===== src/rtl/pmc_pkg.sv =====
`timescale 1ns / 1ps

package pmc_pkg;

  localparam int MAX_NODES_DEFAULT = 16;
  localparam int ROW_W             = 16;
  localparam int COUNT_W           = 30;
  localparam int CFG_SIZE_W        = 5;
  localparam int APB_ADDR_W        = 2;
  localparam int APB_DATA_W        = 32;

  localparam logic [COUNT_W-1:0]    MODULUS          = 30'd1000000007;
  localparam logic [COUNT_W-1:0]    COUNT_ONE        = 30'd1;
  localparam logic [CFG_SIZE_W-1:0] SIZE_RESET       = 5'd16;
  localparam logic [APB_ADDR_W-1:0] ADDR_MATRIX_SIZE = 2'd0;

  typedef struct packed {
    logic busy;
    logic done;
  } fill_status_t;

endpackage


===== src/rtl/pmc_row_file.sv =====
`timescale 1ns / 1ps

module pmc_row_file
  import pmc_pkg::*;
#(
  parameter int MAX_NODES = MAX_NODES_DEFAULT
) (
  input  logic                               clk,
  input  logic                               rst,
  input  logic                               wr_en,
  input  logic                               wr_last,
  input  logic [ROW_W-1:0]                   wr_row,
  input  logic [$clog2(MAX_NODES+1)-1:0]     rd_idx,
  output logic [ROW_W-1:0]                   rd_row
);

  localparam int SZW  = $clog2(MAX_NODES + 1);
  localparam int IDXW = (MAX_NODES > 1) ? $clog2(MAX_NODES) : 1;
  localparam logic [SZW-1:0] MAX_CNT = SZW'(MAX_NODES);

  logic [ROW_W-1:0] rows [MAX_NODES];
  logic [SZW-1:0]   rows_loaded;
  logic [SZW-1:0]   rows_loaded_next;
  logic [SZW-1:0]   fill_rows;

  always_comb begin
    rows_loaded_next = rows_loaded;
    if (rows_loaded != MAX_CNT) begin
      rows_loaded_next = rows_loaded + SZW'(1);
    end
  end

  always_ff @(posedge clk) begin
    if (rst) begin
      rows_loaded <= '0;
      fill_rows   <= '0;
    end else if (wr_en) begin
      if (wr_last) begin
        rows_loaded <= '0;
        fill_rows   <= rows_loaded_next;
      end else begin
        rows_loaded <= rows_loaded_next;
      end
    end
  end

  always_ff @(posedge clk) begin
    if (wr_en && (rows_loaded != MAX_CNT)) begin
      rows[rows_loaded[IDXW-1:0]] <= wr_row;
    end
  end

  // rows past the loaded count read as empty
  assign rd_row = (rd_idx < fill_rows) ? rows[rd_idx[IDXW-1:0]] : '0;

endmodule


===== config.mk =====
export PLATFORM = sky130hd
export DESIGN_NAME = pmc_row_file
export DESIGN_NICKNAME = d
export VERILOG_FILES = /design/src/rtl/pmc_pkg.sv /design/src/rtl/pmc_row_file.sv
export SDC_FILE = /design/constraint.sdc
export NUM_CORES = 1
export LEC_CHECK = 0
export BUFFER_PORTS_ARGS = -buffer_cell sky130_fd_sc_hd__buf_2
export CORE_ASPECT_RATIO = 2
export CORE_MARGIN = 3
export CORE_UTILIZATION = 55
export CTS_CLUSTER_SIZE = 14
export DETAILED_ROUTE_END_ITERATION = 7
export PLACE_DENSITY = 0.72
export SYNTH_ARGS = -nofsm -noshare
export SYNTH_HDL_FRONTEND = slang
export SYNTH_SLANG_ARGS = --single-unit

===== constraint.sdc =====
create_clock -name clk -period 10.4 [get_ports clk]
set_clock_uncertainty 0.1 [all_clocks]
set_input_delay 2.08 -clock clk [delete_from_list [all_inputs] [get_ports clk]]
set_output_delay 2.08 -clock clk [all_outputs]
set_load 0.02 [all_outputs]

==> summary.txt, run 1 <==
Outcome
  – Status: complete, no violations

Drt
  – DRT Wirelength: 22,410 um
  – Iteration-0 DRC Markers: 314
  – Via density per instance: 6.128
  – Drt wl/cell: about 28 um
  – Via count: 4,927
  – # DRC: 0
  – Final ANT Viol Nets: 0
  – Length of the first detailed-routing pass in iterations: 4

STA
  – Worst setup margin: 3.326 ns
  – Final setup TNS: 0 ns
  – RSZ-0062 raised after global routing: false
  – Fmax: approximately 140 MHz
  – Crit share post-route: 68.02%
  – Final Critical Period: around 7 ns
  – # setup viols final: 0
  – Number of max-slew violations in the final report: 0
  – Worst-margin pin slew: 1.189 ns
  – Worst relative slew slack: 20.74%
  – Hold Vio Cnt, Final: 0

Critical path
  – CP Cell Sequence: buf_2 > buf_4 > ha_1 > and3_1 > o21ai_1 > nand4b_1 > o22ai_1 > buf_2
  – Cell depth of the worst setup path: 8
  – Reg-to-reg endpoint: rows[2][8]$_DFFE_PP_
  – Crit path from: rd_idx[2]
  – Worst Path Buf+Inv: 3
  – Crit-path most repeated cell: buf_2
  – Worst setup SP type: input port
  – FF-to-FF path depth: 5
  – Worst path arrival time: 4.89 ns
  – Setup CP Type: input port to primary output
  – Critical path peak fanout: 65
  – Crit-path leading delay family: buffers and inverters
  – Critical Path Sink Type: primary output
  – WP data required: between 8 and 9 ns
  – RR Startpoint: rows_loaded[0]$_SDFFE_PP0P_
  – Worst setup endpoint: rd_row[4]
  – R2R Setup Slk: between 7 and 8 ns
  – Slowest stage cell, crit path: buf_4
  – Critical Path Max Stage Delay: 0.67 ns

Logic synthesis
  – Synth warnings: 0
  – Post-synthesis register bit count: roughly 270
  – Post-synth top area share: approximately 73%
  – Sequential element share of the synthesized area: around 75%
  – Leading area contributor after synthesis: edfxtp_1
  – Top cells by area, synth: edfxtp_1, mux4_1, mux4_2
  – Synth cell types: 38
  – Syn Inst Count: 490
  – Syn_nets: 523
  – Syn avg cell area: 21.56 um2
  – Synthesized area: roughly 0.011 mm2

Clocking
  – Setup Buffers After CTS: 0
  – Post-CTS resize count: 0
  – Clock slew at reported path FFs: approximately 0.060 ns
  – Num CTS Buffers: 23
  – TritonCTS clock tree: done
  – Root Driver: clkbuf_16
  – Clock Path Buffers: 3
  – Cts hold-fix bufs: 0
  – Htree depth: 1
  – Latest clock arrival within the worst-skew pair: 0.50 ns
  – Clock sinks: 266

Power
  – Pwr Total: about 2.0 mW
  – Pwr dens: between 150 and 200 mW/mm2
  – Leakage: about 3.9 nW
  – Worst vdd ir: 0.0001583 V

Global route
  – Initial antenna violation count: 0
  – Total track usage: 21.74%
  – Remaining Overflow, GRT: 0
  – Global-route wire length before repair: 32,970 um
  – Largest net degree at the start of global routing: 66
  – Vias in the first global route: 5,230

Place
  – DPL Wire Length: about 13,000 um
  – RD Place Congestion: 0.8407
  – Post-Place Worst Slack: 3.327 ns
  – Port Buffers: 40

Min path
  – Class of the worst hold path: register to register

Die
  – DIE AREA: 0.02101 mm2
  – Placeable core area: 0.01883 mm2
  – Die span in y: 202.0 um
  – Row cnt: 71
  – IO Count: 41
  – Die X: approximately 100 um
  – Starting Density: 56.10%

Cells and area
  – Fillers: 1,340
  – Most common cell after layout, fill and taps aside: edfxtp_1
  – Ratio of cells with drive above 1 in the final layout: 19.85%
  – ANT cells: 0
  – Final nets: 572
  – Layout Utilization: 61.73%
  – Area Growth Syn to Fin: 10.03%
  – Most frequent cells in the layout: edfxtp_1, buf_2, mux4_2, mux2i_1, mux4_1

Job
  – Max-capacitance violation count: 0
sequential cells by signal (all words and copies together), names as in the netlist:
signal       cells
fill_rows        5
rows           256
rows_loaded      5
cells in the mapped netlist:
cell type  instances
buf_4              2
nor2_1            12
and2_0             1
nand4b_1           1
a211oi_1           2
o22ai_1           16
xor2_1             1
nor2b_1            2
edfxtp_1         256
nand4_1            1
and3_1             7
o21ai_0            3
a32oi_1            1
ha_1               8
clkbuf_1           7
inv_1              7
and2_1            11
mux4_2            34
o21ai_1            1
buf_6              7
nor4b_1            1
nand3_1            3
nand2b_1           1
a22oi_1            1
a21oi_1            5
inv_2              1
xnor2_1            3
mux2i_1           32
dfxtp_1           10
mux4_1            30
a21o_1             2
buf_2              8
o31ai_1            1
buf_1              1
nor3_1             1
nor4_1             1
nand2_1            8
and4bb_1           1
where the power goes:
part / internal (mW) / leakage, nW / total [mW] / switching [mW]
combinational: 0.0445 / 1.20 / 0.115 / 0.0706
sequential: 1.18 / 2.39 / 1.18 / 0.00245
clock: 0.407 / 0.303 / 0.750 / 0.343
stage by stage:
| step | instances | hold slack, ns | cell area, um2 |
|---|---|---|---|
| final | 804 | 0.3730 | 11620 |
| after global routing | 804 | 0.3859 | 11620 |
| after CTS | 804 | 0.3773 | 11620 |
| after detailed placement | 769 | 0.3684 | 11000 |
| after global placement | 769 | 0.3485 | 11000 |
| after floorplan | 490 | 0.3325 | 10570 |
area by class of cell:
cell class                 count  area, um2  share of cell area, %
sequential                   266       7888                  67.85
multi-input combinational    191       2490                  21.42
tap                          255      319.1                  2.745
clock buffer                  33      613.1                  5.274
inverter                       8      30.03                 0.2583
timing repair buffer          49      270.3                  2.325
clock inverter                 2      15.01                 0.1292
layer usage:
layer / up-vias / GRT usage, % / share of wire, %
li1: 2149 / - / -
met1: 2531 / 25.92 / 36
met2: 190 / 38.92 / 54
met3: 57 / 3.611 / 5.7
met4: 0 / 9.463 / 4.3
met5: - / 0 / 0
worst min-delay path by stage:
stage | from | to | slack [ns] | depth (start not counted)
after floorplan | fill_rows[0]$_SDFFE_PP0P_ | fill_rows[0]$_SDFFE_PP0P_ | 0.33 | 2
after global placement | fill_rows[1]$_SDFFE_PP0P_ | fill_rows[1]$_SDFFE_PP0P_ | 0.35 | 2
after detailed placement | fill_rows[1]$_SDFFE_PP0P_ | fill_rows[1]$_SDFFE_PP0P_ | 0.37 | 2
after CTS | fill_rows[1]$_SDFFE_PP0P_ | fill_rows[1]$_SDFFE_PP0P_ | 0.38 | 2
after global routing | fill_rows[0]$_SDFFE_PP0P_ | fill_rows[0]$_SDFFE_PP0P_ | 0.39 | 2
final | fill_rows[1]$_SDFFE_PP0P_ | fill_rows[1]$_SDFFE_PP0P_ | 0.37 | 2
cells by family after synthesis:
| kind of cell | Yosys count | share of synthesized area, % |
|---|---|---|
| xor gates and xnor gates | 4 | 0.3317 |
| muxes | 96 | 17.74 |
| AOI/OAI and AO/OA | 32 | 1.883 |
| and+or+nand+nor | 51 | 2.605 |
| DFF | 266 | 74.66 |
| adders and majority gates | 8 | 0.9475 |
| buffers and inverters | 33 | 1.836 |
tightest hold or removal path, stage by stage, from the launching register on:
cell and delay, ns:
dfxtp_1 0.31, nand2_1 0.06, a21oi_1 0.06
Power figures use the tool's default switching activity.
==> inputs of run 2 (changes only) <==
--- a/config.mk
+++ b/config.mk
@@ -5,13 +5,14 @@
 export SDC_FILE = /design/constraint.sdc
 export NUM_CORES = 1
 export LEC_CHECK = 0
+export ABC_AREA = 1
 export BUFFER_PORTS_ARGS = -buffer_cell sky130_fd_sc_hd__buf_2
 export CORE_ASPECT_RATIO = 2
 export CORE_MARGIN = 3
 export CORE_UTILIZATION = 55
 export CTS_CLUSTER_SIZE = 14
 export DETAILED_ROUTE_END_ITERATION = 7
-export PLACE_DENSITY = 0.72
+export PLACE_DENSITY = 0.75
 export SYNTH_ARGS = -nofsm -noshare
 export SYNTH_HDL_FRONTEND = slang
 export SYNTH_SLANG_ARGS = --single-unit
==> constraint.sdc (replaced) <==
create_clock -name clk -period 5.94 [get_ports clk]
set_clock_uncertainty 0.1 [all_clocks]
set_input_delay 1.188 -clock clk [delete_from_list [all_inputs] [get_ports clk]]
set_output_delay 1.188 -clock clk [all_outputs]
set_load 0.02 [all_outputs]
==> summary.txt, run 2 <==
STA
  – # setup viols final: 0 (unchanged)
  – Worst-margin pin slew: 1.100 ns (-0.08913 ns)
  – RSZ-0062 raised after global routing: false
  – Fmax: 211.9 MHz
  – Worst relative slew slack: 26.60% (+5.9 points)
  – Number of max-slew violations in the final report: 0 (unchanged)
  – Final Critical Period: 4.720 ns
  – Crit share post-route: 79.46%
  – Hold Vio Cnt, Final: 0 (unchanged)
  – Final setup TNS: 0 ns (unchanged)

Die
  – Die X: 106.1 um (+2.0%)
  – Starting Density: 56.41% (+0.31 points)
  – Die span in y: 206.3 um (+2.1%)
  – DIE AREA: 0.02189 mm2 (+4.2%)
  – Row cnt: 72 (+1.4%)
  – IO Count: 41 (unchanged)
  – Placeable core area: 0.01955 mm2 (+3.8%)

Power
  – Worst vdd ir: 0.0002433 V (+54%)
  – Leakage: 4.483 nW (+15%)
  – Pwr dens: 307.2 mW/mm2 (+74%)

Drt
  – Iteration-0 DRC Markers: 695 (+120%)
  – Top Layer Used: met4
  – Length of the first detailed-routing pass in iterations: 6 (+2)
  – Drt wl/cell: 20.09 um (-28%)
  – Metal2 WL: 13,100 um (+7.6%)
  – Via count: 7,174 (+46%)
  – DRT Wirelength: 25,240 um (+13%)
  – # DRC: 0 (unchanged)
  – Final ANT Viol Nets: 0 (unchanged)
  – Via density per instance: 5.712 (-6.8%)
  – Routed length on met1: 9079 um (+14%)
  – Met3 WL post-DR: 2124 um (+65%)

Clocking
  – Cts hold-fix bufs: 0 (unchanged)
  – Setup Buffers After CTS: 0 (unchanged)
  – Latest clock arrival within the worst-skew pair: 0.51 ns (about the same)
  – Clock slew at reported path FFs: 0.06 ns (about the same)
  – Root Driver: clkbuf_16
  – TritonCTS clock tree: done
  – Clock sinks: 266 (unchanged)
  – Num CTS Buffers: 23 (unchanged)
  – Post-CTS resize count: 0 (unchanged)
  – Clock Path Buffers: 3 (unchanged)
  – Htree depth: 1 (unchanged)

Critical path
  – Slowest stage cell, crit path: buf_4
  – Critical Path Sink Type: primary output
  – CP Cell Sequence: buf_4 > buf_4 > buf_4 > nand2_1 > nand3_1 > nand3_1 > nand3_1 > nand2_1 > nor2_1 > buf_2
  – Critical path peak fanout: 78 (+20%)
  – WP data required: 4.65 ns (-3.57 ns)
  – Critical Path Max Stage Delay: 0.74 ns (+0.07 ns)
  – Worst setup SP type: input port
  – Setup CP Type: input port to primary output
  – Worst path arrival time: 3.43 ns (-1.46 ns)

Cells and area
  – Final nets: 1,016 (+78%)
  – Ratio of cells with drive above 1 in the final layout: 7.623% (-12 points)
  – ANT cells: 0 (unchanged)
  – Non-Filler Instances: 1,256 (+56%)
  – Register area: 0.007888 mm2 (unchanged)
  – Number of flip-flops in the largest register: 256 (unchanged)
  – Most common cell after layout, fill and taps aside: nand2_1
  – Most frequent cells in the layout: nand2_1, edfxtp_1, nand3_1, inv_1, a21oi_1
  – Multi-input logic area: 0.002618 mm2 (+5.1%)
  – Area Growth Syn to Fin: 8.236%
  – Fillers: 1,563 (+17%)
  – Layout Utilization: 61.06% (-0.67 points)

Logic synthesis
  – Syn Inst Count: 963 (+97%)
  – Sequential element share of the synthesized area: 71.52% (-3.1 points)
  – Post-synth top area share: 69.71% (-3.1 points)
  – Leading area contributor after synthesis: edfxtp_1
  – Synth cell types: 22 (-42%)
  – Syn avg cell area: 11.45 um2 (-47%)
  – Synthesized area: 0.01103 mm2 (+4.4%)
  – Syn_nets: 996 (+90%)
  – Post-synthesis register bit count: 266 (unchanged)
  – Top cells by area, synth: edfxtp_1, nand2_1, nand3_1
  – Most frequent cell after synthesis: nand2_1
  – Ys async rst share: 0% (unchanged)
  – Prevailing post-synth register cell: edfxtp_1
  – Post-synth EDFFs: 256 (unchanged)
  – Commonest cells post-synth: nand2_1, edfxtp_1, nand3_1
  – Synth warnings: 0 (unchanged)

Place
  – Port Buffers: 40 (unchanged)
  – RD Place Congestion: 0.8243 (-2.0%)
  – DP Cell Count: 1,217 (+58%)
  – DPL Wire Length: 13,650 um (+4.9%)

Job
  – Max-capacitance violation count: 0 (unchanged)

Outcome
  – Status: complete, no violations

Global route
  – Remaining Overflow, GRT: 0 (unchanged)
  – Global-route wire length before repair: 38,780 um (+18%)
  – Total track usage: 23.36% (+1.6 points)
  – Vias in the first global route: 7,094 (+36%)
  – Initial antenna violation count: 0 (unchanged)
  – Largest net degree at the start of global routing: 80 (+21%)

Min path
  – Class of the worst hold path: register to register
## run 2: cell count changes after synthesis, moves of 16 or more
cell | before | now
mux2i_1 | 32 | 0
a21oi_1 | 5 | 42
mux4_2 | 34 | 0
nand2_1 | 8 | 322
mux4_1 | 30 | 0
buf_2 | 8 | 25
nand3_1 | 3 | 166
inv_1 | 7 | 50
o22ai_1 | 16 | 0
## run 2: layer usage
metal / up-vias / GRT usage (%)
met4: 0 / 10.61
li1: 3352 / -
met2: 372 / 40.00
met3: 60 / 3.657
met5: - / 0
met1: 3390 / 29.24
## run 2: final timing paths
check | start | to | slack (ns) | depth (start not counted)
hold / removal | fill_rows[2]$_SDFFE_PP0P_ | fill_rows[2]$_SDFFE_PP0P_ | 0.38 | 2
setup / recovery | rd_idx[0] | rd_row[1] | 1.22 | 10
hold reg to reg | fill_rows[2]$_SDFFE_PP0P_ | fill_rows[2]$_SDFFE_PP0P_ | 0.38 | 2
setup reg to reg | rows_loaded[0]$_SDFFE_PP0P_ | rows[8][1]$_DFFE_PP_ | 3.32 | 7
## run 2: stage by stage
stage | worst slack [ns] | power, mW | hold WS (ns) | instance area (um2)
finish | 1.220 | 3.667 | 0.3760 | 11940
global route | 0.9685 | 3.768 | 0.4084 | 11940
CTS | 1.206 | 3.672 | 0.3728 | 11940
detailed placement | 1.213 | 2.360 | 0.3626 | 11290
global placement | 1.220 | 2.355 | 0.3575 | 11290
floorplan | 2.203 | 2.275 | 0.3430 | 11030
## run 2: power by group
| group | switching [mW] | internal (mW) | leakage (nW) | total (mW) |
|---|---|---|---|---|
| Sequential | 0.00410 | 2.07 | 2.39 | 2.07 |
| Combinational | 0.181 | 0.0669 | 1.78 | 0.248 |
| Clock | 0.629 | 0.718 | 0.306 | 1.35 |
| Total | 0.814 | 2.85 | 4.48 | 3.67 |
## run 2: cell type report
class / count / area share (%)
flip-flops and latches: 266 / 66.08
multi-input cells: 591 / 21.93
clock buffers: 34 / 5.168
well taps: 259 / 2.715
repair buffers: 48 / 2.201
inverters: 53 / 1.677
clock inverters: 5 / 0.2306
## run 2: cells by family after synthesis
family,share of synthesized area [%]
AOI/OAI and AO/OA,3.007
buffers and inverters,4.742
and+or+nand+nor,19.58
xor gates and xnor gates,0.2383
DFF,71.52
adders and majority gates,0.9077
## run 2: worst max-delay path: cells and delay by family
| family | cells | cell delay [ns] |
|---|---|---|
| buffers and inverters | 4 | 1.47 |
| AND/OR/NAND/NOR | 6 | 0.72 |
==> inputs of run 3 (changes only) <==
==> constraint.sdc (replaced) <==
create_clock -name clk -period 3.9 [get_ports clk]
set_clock_uncertainty 0.1 [all_clocks]
set_input_delay 0.78 -clock clk [delete_from_list [all_inputs] [get_ports clk]]
set_output_delay 0.78 -clock clk [all_outputs]
set_load 0.02 [all_outputs]
==> summary.txt, run 3 (synthesis gave the netlist of run 2 again) <==
Outcome
  – Status: complete, no violations

Clocking
  – Root Driver: clkbuf_16
  – Setup Buffers After CTS: 0 (unchanged)
  – Cts hold-fix bufs: 0 (unchanged)
  – Num CTS Buffers: 23 (unchanged)
  – TritonCTS clock tree: done
  – Clock sinks: 266 (unchanged)
  – Latest clock arrival within the worst-skew pair: 0.50 ns (about the same)
  – Post-CTS resize count: 0 (unchanged)
  – Htree depth: 1 (unchanged)
  – Clock Path Buffers: 3 (unchanged)
  – Clock slew at reported path FFs: 0.06 ns (about the same)

Die
  – IO Count: 41 (unchanged)
  – Die X: 106.1 um (unchanged)
  – Placeable core area: 0.01955 mm2 (unchanged)
  – Row cnt: 72 (unchanged)
  – Die span in y: 206.3 um (unchanged)
  – Starting Density: 56.41% (unchanged)
  – DIE AREA: 0.02189 mm2 (unchanged)

Critical path
  – Slowest stage cell, crit path: clkinv_1
  – WP data required: 3.02 ns (-1.63 ns)
  – Crit-path most repeated cell: nand2_1
  – Critical Path Max Stage Delay: 0.62 ns (-0.12 ns)
  – Critical Path Sink Type: primary output
  – Worst Path Buf+Inv: 3 (-1)
  – Critical path peak fanout: 15 (-81%)
  – Worst path arrival time: 2.40 ns (-1.03 ns)
  – CP Cell Sequence: buf_2 > clkinv_1 > nand3_1 > nand2_1 > nand2_1 > nand2_1 > nor2_1 > buf_2
  – Setup CP Type: input port to primary output
  – Crit-path leading delay family: buffers and inverters
  – Worst setup SP type: input port

Drt
  – Length of the first detailed-routing pass in iterations: 5 (-1)
  – Via density per instance: 5.742 (+0.53%)
  – Via count: 7,235 (+0.85%)
  – Final ANT Viol Nets: 0 (unchanged)
  – Iteration-0 DRC Markers: 752 (+8.2%)
  – # DRC: 0 (unchanged)
  – DRT Wirelength: 25,680 um (+1.7%)
  – Drt wl/cell: 20.38 um (+1.4%)

Global route
  – Largest net degree at the start of global routing: 129 (+61%)
  – Remaining Overflow, GRT: 0 (unchanged)
  – Global-route wire length before repair: 39,340 um (+1.4%)
  – Vias in the first global route: 7,164 (+0.99%)
  – Total track usage: 23.74% (+0.38 points)
  – Initial antenna violation count: 1 (+1)

STA
  – Final Critical Period: 3.278 ns
  – Final setup TNS: 0 ns (unchanged)
  – Hold Vio Cnt, Final: 0 (unchanged)
  – Crit share post-route: around 84%
  – # setup viols final: 0 (unchanged)
  – RSZ-0062 raised after global routing: false
  – Worst relative slew slack: 27.03% (+0.43 points)
  – Fmax: 305.1 MHz
  – Worst-case hold slack: 0.3703 ns (-0.005675 ns)
  – Worst-margin pin slew: 1.093 ns (-0.006486 ns)
  – Worst setup margin: 0.6223 ns (-0.5978 ns)
  – Number of max-slew violations in the final report: 0 (unchanged)

Cells and area
  – Fillers: 1,508 (-3.5%)
  – Multi-input logic area: 0.002618 mm2 (unchanged)
  – Finished Cell Area: 0.01209 mm2 (+1.3%)
  – Register area: 0.007888 mm2 (unchanged)
  – Ratio of cells with drive above 1 in the final layout: 8.500% (+0.88 points)
  – Area Growth Syn to Fin: 9.598%
  – Most frequent cells in the layout: nand2_1, edfxtp_1, nand3_1, inv_1, a21oi_1
  – Non-Filler Instances: 1,260 (+0.32%)
  – Number of flip-flops in the largest register: 256 (unchanged)
  – Final nets: 1,023 (+0.69%)
  – Most common cell after layout, fill and taps aside: nand2_1

Power
  – Sw Share: 21.33% (-0.88 points)
  – Pwr dens: 469.2 mW/mm2 (+53%)
  – Int Power: 4.461 mW (+56%)
  – Gate power share: 6.9% (about the same)
  – Share of power burned in registers: 55.7% (-0.8 points)
  – Clock power share: 37.5% (+0.8 points)
  – Worst vdd ir: 0.0002688 V (+10%)
  – Psw: 1.209 mW (+49%)
  – Leakage: 4.564 nW (+1.8%)

Place
  – Placed inst area: 0.01141 mm2 (+1.0%)
  – RD Place Congestion: 0.8048 (-2.4%)
  – DPL Wire Length: 14,060 um (+3.0%)
  – DP Cell Count: 1,224 (+0.58%)
  – Port Buffers: 40 (unchanged)
  – Post-Place Worst Slack: 0.6527 ns (-0.5607 ns)

Min path
  – Class of the worst hold path: register to register

Job
  – Max-capacitance violation count: 0 (unchanged)
run 3: final cells by class:
type                            instances  share of cell area [%]
Clock inverter                          1                  0.2484
Antenna cell                            1                 0.02070
Multi-Input combinational cell        591                   21.66
Sequential cell                       266                   65.26
Timing Repair Buffer                   55                   3.126
Tap cell                              259                   2.681
Clock buffer                           34                   5.352
Inverter                               53                   1.656
run 3: worst register-to-register path: stages, from the launching register on:
cell,delay [ns]
dfxtp_1,0.44
inv_1,0.10
ha_1,0.22
nand3_1,0.14
nand2_1,0.13
nor2_1,0.23
nand2_1,0.08
inv_1,0.78
run 3: worst paths after layout:
kind / startpoint / to / slack (ns) / cells after the start
worst max-delay path: rd_idx[2] / rd_row[14] / 0.62 / 8
worst min-delay path: fill_rows[2]$_SDFFE_PP0P_ / fill_rows[2]$_SDFFE_PP0P_ / 0.37 / 2
worst min register to register: fill_rows[2]$_SDFFE_PP0P_ / fill_rows[2]$_SDFFE_PP0P_ / 0.37 / 2
worst max register to register: rows_loaded[0]$_SDFFE_PP0P_ / rows[14][3]$_DFFE_PP_ / 1.29 / 7
run 3: power by group through the flow:
stage                     logic, mW  registers [mW]  clock network [mW]
after floorplan               0.248            3.22                   0
after global placement        0.380            3.22                   0
after detailed placement      0.388            3.22                   0
after CTS                     0.391            3.16                2.14
after global routing          0.428            3.16                2.26
final                         0.389            3.16                2.13
run 3: metal layers:
layer	global-route usage [%]	share of wire [%]	vias to the layer above	wire length, um
met1	30.13	37	3514	9552
met2	40.97	52	303	13430
met4	10.56	3.1	0	803
met3	2.813	7.4	53	1894
li1	-	-	3365	-
met5	0	0	-	0
run 3: metrics by stage:
stage | utilization, % | total power, mW
floorplan | - | 3.465
global placement | 58.35 | 3.597
detailed placement | 58.35 | 3.606
CTS | 61.82 | 5.690
global route | 61.83 | 5.848
finish | 61.83 | 5.671
